===== config.mk =====
export PLATFORM = sky130hd
export DESIGN_NAME = gregorian_date_add_days_core
export DESIGN_NICKNAME = d
export VERILOG_FILES = /design/src/hdl/gda_pkg.sv /design/src/hdl/gregorian_date_add_days_core.sv /design/src/hdl/gda_alu.sv
export SDC_FILE = /design/constraint.sdc
export NUM_CORES = 1
export LEC_CHECK = 0
export ABC_CLOCK_PERIOD_IN_PS = 7900
export BUFFER_PORTS_ARGS = -buffer_cell sky130_fd_sc_hd__clkbuf_2
export CAP_MARGIN = 20
export CORE_MARGIN = 2
export CORE_UTILIZATION = 23
export DETAILED_ROUTE_END_ITERATION = 16
export PLACE_DENSITY = 0.48
export SYNTH_ARGS = -nofsm -noshare
export SYNTH_HDL_FRONTEND = slang
export SYNTH_SLANG_ARGS = --single-unit

===== constraint.sdc =====
create_clock -name clk_i -period 7.9 [get_ports clk_i]
set_clock_uncertainty 0.15 [all_clocks]
set_input_delay 0.395 -clock clk_i [delete_from_list [all_inputs] [get_ports clk_i]]
set_output_delay 0.395 -clock clk_i [all_outputs]
set_load 0.01 [all_outputs]

===== src/hdl/gda_pkg.sv =====
// shared types, codes and calendar functions of the gregorian date adder
package gda_pkg;

  localparam int unsigned RemW   = 16;   // day count register, holds up to 33133
  localparam int unsigned YearW  = 15;   // working year, start year plus the walk
  localparam int unsigned ModW   = 9;    // year mod 400

  localparam logic [RemW-1:0]  YearCycle = 16'd400;
  localparam logic [YearW-1:0] YearMax   = 15'd9999;
  localparam logic [ModW-1:0]  ModLast   = 9'd399;

  localparam logic [3:0] MonJan = 4'd1;
  localparam logic [3:0] MonFeb = 4'd2;
  localparam logic [3:0] MonDec = 4'd12;

  typedef enum logic {
    AluAdd = 1'b0,
    AluSub = 1'b1
  } alu_op_e;

  typedef struct packed {
    alu_op_e         op;
    logic [RemW-1:0] a;
    logic [RemW-1:0] b;
  } alu_req_t;

  typedef struct packed {
    logic [RemW-1:0] res;
    logic            ge;   // a >= b
    logic            le;   // a <= b
  } alu_rsp_t;

  // leap test from the year mod 400
  function automatic logic is_leap(input logic [ModW-1:0] ymod);
    logic century;
    century = (ymod == 9'd100) || (ymod == 9'd200) || (ymod == 9'd300);
    return (ymod == '0) || ((ymod[1:0] == 2'b00) && !century);
  endfunction

  // month length, month in 1..12
  function automatic logic [4:0] month_len(input logic [3:0] mon, input logic leap);
    logic [4:0] len;
    case (mon)
      4'd1, 4'd3, 4'd5, 4'd7, 4'd8, 4'd10, 4'd12: len = 5'd31;
      4'd4, 4'd6, 4'd9, 4'd11:                   len = 5'd30;
      MonFeb:                                    len = leap ? 5'd29 : 5'd28;
      default:                                   len = 5'd31;
    endcase
    return len;
  endfunction

endpackage


===== src/hdl/gregorian_date_add_days_core.sv =====
// top level of the gregorian date adder: sequencer around the shared alu
//
//   channel  direction  handshake                 beat contents
//   in       sink       in_valid_i / in_stall_o   start_day, start_month, start_year, days_to_add
//   out      source     out_valid_o / out_stall_i result_day, result_month, result_year,
//                                                 year_overflow
//
// one beat passes through the year mod 400 reduction, the sum of the months before the
// start month and the month walk from january; at worst the month walk through the
// single shared alu is by far the longest part
// reset clears the sequencer and the output valid, nothing else
// in_stall_o is high from accept until the result is loaded into the output register
// a new beat is taken while a finished result still waits on out_stall_i
module gregorian_date_add_days_core (
  input  logic        clk_i,
  input  logic        rst_ni,
  input  logic        in_valid_i,
  output logic        in_stall_o,
  input  logic [4:0]  start_day_i,
  input  logic [3:0]  start_month_i,
  input  logic [13:0] start_year_i,
  input  logic [14:0] days_to_add_i,
  output logic        out_valid_o,
  input  logic        out_stall_i,
  output logic [4:0]  result_day_o,
  output logic [3:0]  result_month_o,
  output logic [13:0] result_year_o,
  output logic        year_overflow_o
);

  // sequencer codes
  localparam logic [2:0] StIdle   = 3'd0;  // waiting for a beat
  localparam logic [2:0] StMod    = 3'd1;  // reduce year mod 400 by repeated subtract
  localparam logic [2:0] StSetup  = 3'd2;  // sum the months before the start month
  localparam logic [2:0] StWalk   = 3'd3;  // walk months from january
  localparam logic [2:0] StFinish = 3'd4;  // hand the result to the output register

  logic [2:0] state_q, state_d;

  // working registers
  logic [gda_pkg::RemW-1:0]  rem_q, rem_d;
  logic [gda_pkg::YearW-1:0] year_q, year_d;
  logic [gda_pkg::YearW-1:0] ymod_q, ymod_d;   // full width during the reduction
  logic [3:0]                smon_q, smon_d;   // start month, clamped
  logic [3:0]                mon_q, mon_d;     // setup index, then walk month

  // output register
  logic        out_valid_q, out_valid_d;
  logic [4:0]  res_day_q, res_day_d;
  logic [3:0]  res_mon_q, res_mon_d;
  logic [13:0] res_year_q, res_year_d;
  logic        res_ovf_q, res_ovf_d;

  gda_pkg::alu_req_t alu_req;
  gda_pkg::alu_rsp_t alu_rsp;

  logic                       leap;
  logic [4:0]                 cur_len;
  logic [gda_pkg::ModW-1:0]   ymod_low;
  logic                       accept;
  logic                       out_free;
  logic                       ovf;

  gda_alu u_alu (
    .req_i (alu_req),
    .rsp_o (alu_rsp)
  );

  assign accept   = in_valid_i && (state_q == StIdle);
  assign out_free = !out_valid_q || !out_stall_i;
  assign ymod_low = ymod_q[gda_pkg::ModW-1:0];
  assign leap     = gda_pkg::is_leap(ymod_low);
  assign cur_len  = gda_pkg::month_len(mon_q, leap);
  assign ovf      = (year_q > gda_pkg::YearMax);

  // operand selection for the shared alu
  always_comb begin
    alu_req.op = gda_pkg::AluSub;
    alu_req.a  = rem_q;
    alu_req.b  = {{(gda_pkg::RemW-5){1'b0}}, cur_len};
    case (state_q)
      StMod: begin
        alu_req.a = {{(gda_pkg::RemW-gda_pkg::YearW){1'b0}}, ymod_q};
        alu_req.b = gda_pkg::YearCycle;
      end
      StSetup: begin
        alu_req.op = gda_pkg::AluAdd;
      end
      default: begin
      end
    endcase
  end

  always_comb begin
    state_d     = state_q;
    rem_d       = rem_q;
    year_d      = year_q;
    ymod_d      = ymod_q;
    smon_d      = smon_q;
    mon_d       = mon_q;
    out_valid_d = out_valid_q && out_stall_i;
    res_day_d   = res_day_q;
    res_mon_d   = res_mon_q;
    res_year_d  = res_year_q;
    res_ovf_d   = res_ovf_q;

    case (state_q)
      StIdle: begin
        if (accept) begin
          // zero day, zero month and zero year fold to one; months past december to 12
          rem_d = {{(gda_pkg::RemW-5){1'b0}}, (start_day_i == '0) ? 5'd1 : start_day_i}
                + {1'b0, days_to_add_i};
          if (start_month_i == '0) begin
            smon_d = gda_pkg::MonJan;
          end else if (start_month_i > gda_pkg::MonDec) begin
            smon_d = gda_pkg::MonDec;
          end else begin
            smon_d = start_month_i;
          end
          year_d  = {1'b0, (start_year_i == '0) ? 14'd1 : start_year_i};
          ymod_d  = year_d;
          state_d = StMod;
        end
      end
      StMod: begin
        if (alu_rsp.ge) begin
          ymod_d = alu_rsp.res[gda_pkg::YearW-1:0];
        end else begin
          mon_d   = gda_pkg::MonJan;
          state_d = StSetup;
        end
      end
      StSetup: begin
        if (mon_q < smon_q) begin
          rem_d = alu_rsp.res;
          mon_d = mon_q + 4'd1;
        end else begin
          mon_d   = gda_pkg::MonJan;
          state_d = StWalk;
        end
      end
      StWalk: begin
        if (alu_rsp.le) begin
          state_d = StFinish;
        end else begin
          rem_d = alu_rsp.res;
          if (mon_q == gda_pkg::MonDec) begin
            // roll over into january of the next year
            mon_d  = gda_pkg::MonJan;
            year_d = year_q + 15'd1;
            if (ymod_low == gda_pkg::ModLast) begin
              ymod_d = '0;
            end else begin
              ymod_d = ymod_q + 15'd1;
            end
          end else begin
            mon_d = mon_q + 4'd1;
          end
        end
      end
      StFinish: begin
        if (out_free) begin
          out_valid_d = 1'b1;
          res_ovf_d   = ovf;
          // saturate to the last day of year 9999
          res_day_d   = ovf ? 5'd31 : rem_q[4:0];
          res_mon_d   = ovf ? gda_pkg::MonDec : mon_q;
          res_year_d  = ovf ? gda_pkg::YearMax[13:0] : year_q[13:0];
          state_d     = StIdle;
        end
      end
      default: begin
        state_d = StIdle;
      end
    endcase
  end

  always_ff @(posedge clk_i or negedge rst_ni) begin
    if (!rst_ni) begin
      state_q     <= StIdle;
      out_valid_q <= 1'b0;
    end else begin
      state_q     <= state_d;
      out_valid_q <= out_valid_d;
    end
  end

  // datapath, no reset needed
  always_ff @(posedge clk_i) begin
    rem_q      <= rem_d;
    year_q     <= year_d;
    ymod_q     <= ymod_d;
    smon_q     <= smon_d;
    mon_q      <= mon_d;
    res_day_q  <= res_day_d;
    res_mon_q  <= res_mon_d;
    res_year_q <= res_year_d;
    res_ovf_q  <= res_ovf_d;
  end

  assign in_stall_o      = (state_q != StIdle);
  assign out_valid_o     = out_valid_q;
  assign result_day_o    = res_day_q;
  assign result_month_o  = res_mon_q;
  assign result_year_o   = res_year_q;
  assign year_overflow_o = res_ovf_q;

endmodule


===== src/hdl/gda_alu.sv =====
// shared add / subtract and compare unit of the gregorian date adder
module gda_alu (
  input  gda_pkg::alu_req_t req_i,
  output gda_pkg::alu_rsp_t rsp_o
);

  logic [gda_pkg::RemW:0] sum;

  always_comb begin
    if (req_i.op == gda_pkg::AluAdd) begin
      sum = {1'b0, req_i.a} + {1'b0, req_i.b};
    end else begin
      sum = {1'b0, req_i.a} - {1'b0, req_i.b};
    end
    rsp_o.res = sum[gda_pkg::RemW-1:0];
    // borrow out means a < b
    rsp_o.ge  = !sum[gda_pkg::RemW];
    rsp_o.le  = sum[gda_pkg::RemW] || (sum[gda_pkg::RemW-1:0] == '0);
  end

endmodule


==> metrics.csv <==
metric,value,unit
slowest library cell on the worst path,a2111oi_2,
starting density of the core,23.28,%
Worst-path clk slew,60,ps
CTS buffer count,9,
antenna violations before repair,0,
synth top area cells,"edfxtp_1, ha_1, nand2_1, nor2_1, xor2_1",
WL final,16.87,mm
Placed Area,0.006735,mm²
Netlist cell types,68,
vias,5017,
grt ovf,0,
layout filler cell count,2796,
ys flop type,edfxtp_1,
die area,0.02746,mm²
"Avg Cell Area, Syn",9.099,µm²
Die W,165.7,µm
Post-Place Cells,1045,
final slew viol count,0,
final HPWL from detailed placement,13.41,mm
largest net degree at the start of global routing,32,
Hold Fails Final Rpt,0,
Crit Path Max Fanout,22,
final setup violation count,0,
first-pass GRT wire length,26.79,mm
period utilization,70.32,%
drt first pass iters,7,
crit path cell chain,nand2b_1 -> nor2_1 -> buf_4 -> or2_2 -> ha_1 -> nor2_1 -> a21oi_1 -> inv_1 -> fa_1 -> nand2b_1 -> a211oi_1 -> o21a_1 -> o31ai_1 -> a21oi_1 -> nor2_1 -> a2111oi_2,
CP max stage delay,680,ps
chip height,165.7,µm
Max Freq,0.1800,GHz
Max Root-Sink Buffers,2,
Post-Synthesis Cells,661,
Cell Rows,59,
layout cells sized above 1,15.41,%
outcome,finished clean,
CTS tree,done,
CP arrival,5370,ps
vias in the first global route,4792,
"most used cell, CP",nor2_1,
syn_nets,739,
First DRT Iteration DRCs,401,
"flops & latches, synth",82,
worst skew pair latency,350,ps
Non-Filler Instances,1062,
clk root buf,clkbuf_16,
setup bufs post-CTS,0,
"Buf+Inv Stages, Crit Path",2,
DRC,0,
YS warnings,0,
input/output buffers,67,
cell family with most CP delay,compound AO/OA/AOI/OAI gates,
CP Class,reg -> reg,
NumNets Final,800,
slew at the pin with the worst max-slew slack,849.4,ps
Synth-to-Final Area Change,17.04,%
required time worst endpoint,7720,ps
Post-synth EDFFs,78,
Max Cap Viol,0,
sequential fraction of the synthesis area,40.61,%
Sink Count,82,
Startpoint Class,register,
vias per cell,4.724,
IO Pins,68,
Mapped Area,0.006015,mm²
unrepaired setup endpoints after global routing,false,
post-route cell area,0.007039,mm²
placer's final routability congestion estimate,0.8739,
Critical Path End Type,register,
Core Area,0.02584,mm²
HP Class,in -> reg,
H-tree depth,3,
"Async S/R FF share, synth",4.878,%
Final Critical Period,5555,ps
wire length per cell,15.88,µm
GRT Util Overall,12.30,%
post-synth top area cell,edfxtp_1,
area share of the largest cell type after synthesis,38.94,%
relative slew slack,42.89,%
ANT nets after route,0,
Setup TNS Final,0,ps
Antenna Cells,0,
flip-flops by register name, summed over array words and instances, names as in the netlist:
signal           cells
result_month_o       4
year_overflow_o      1
mon_q                4
result_day_o         5
rem_q               16
result_year_o       14
state_q              3
out_valid_o          1
year_q              15
smon_q               4
ymod_q              15
routing by layer:
metal | vias up | global-route usage [%] | share of wire, %
li1 | 2505 | - | -
met1 | 2344 | 17.15 | 47
met2 | 152 | 19.48 | 46
met3 | 16 | 2.007 | 5.4
met4 | 0 | 3.894 | 1.8
met5 | - | 0 | 0
placed cells by master, fill, tap and decap left out, types with 5 or more instances in the layout:
master,n
a21oi_1,29
nand2_1,102
buf_4,11
nor2_1,56
xor2_1,24
o21a_1,7
clkbuf_16,9
nand4_1,6
o31ai_1,7
nor2b_1,6
inv_1,40
ha_1,34
clkbuf_2,67
o21ai_1,5
nand2b_1,24
and3_1,11
mux2i_1,11
nand3_1,21
nor3_1,12
a21o_1,5
o21ai_0,34
o221ai_1,9
edfxtp_1,78
xnor2_1,22
and2_1,10
area by class of cell:
class	instances	area (µm²)	area share, %
Clock buffer	10	229.0	3.253
Inverter	40	150.1	2.133
Clock inverter	6	65.06	0.9243
Multi-Input combinational cell	510	3306	46.96
Timing Repair Buffer	79	427.9	6.079
Tap cell	335	419.2	5.954
Sequential cell	82	2442	34.70
metrics by stage:
stage | hold WS (ps) | util, % | setup slack, ps
detailed placement | 72.77 | 26.07 | 2345
global route | 116.3 | 27.24 | 1918
floorplan | -50.59 | - | 2393
CTS | 110.6 | 27.24 | 2325
finish | 125.9 | 27.24 | 2345
global placement | 71.13 | 26.07 | 2370
worst reg2reg max path: cells and delay by family, from the launching register on:
family | cells | cell delay (ps)
compound gates | 6 | 2160
simple gates | 6 | 1340
fa+ha+maj | 2 | 730
flops | 1 | 480
buf+inv | 2 | 340
worst paths after layout:
check / depth (start not counted) / slack (ps) / start / end
max in group asynchronous: 2 / 7220 / rst_ni / state_q[0]
worst max register to register: 16 / 2340 / state_q[2] / mon_q[0]
worst max-delay path: 16 / 2340 / state_q[2] / mon_q[0]
worst min register to register: 2 / 390 / out_valid_o / out_valid_o
worst min-delay path: 1 / 130 / start_month_i[3] / smon_q[3]
min in group asynchronous: 2 / 250 / rst_ni / out_valid_o
synthesized netlist by cell type, types with 3 or more instances:
cell type  count
inv_1         40
or3_1          4
nand3_1       21
nand2_1      102
nor3_1        13
xor2_1        24
nand4_1        6
nand3b_1       4
a21oi_1       30
nor2_1        56
edfxtp_1      78
o21a_1         7
a21oi_2        3
nand2b_1      24
a221o_1        3
mux2i_1       11
a41oi_1        3
nor2b_1        6
o211ai_1       3
a211oi_1       3
a311oi_1       3
o221ai_1       9
nor4_1         4
o21ai_0       34
o21ai_1        5
xnor2_1       22
a21o_1         5
dfrtp_1        4
and2_1        10
o22ai_1        3
ha_1          34
clkbuf_1      23
o31ai_1        7
and3_1        11
timing repair:
item / 4_1_cts / 5_1_grt
gates resized for setup: 0 / 0
endpoints found under the hold margin: 4 / 0
hold buffers: 1 / 0
kinds of logic after synthesis:
kind of cell | Yosys count | share of synthesized area (%)
compound gates | 146 | 17.06
flops | 82 | 40.61
fa+ha+maj | 36 | 7.739
buf+inv | 69 | 4.681
simple gates | 271 | 21.39
mux | 11 | 1.831
xor+xnor | 46 | 6.698
Power is left out: the tool's default activity adds up to more than one toggle a clock period on the data nets, which glitch-free logic cannot reach.
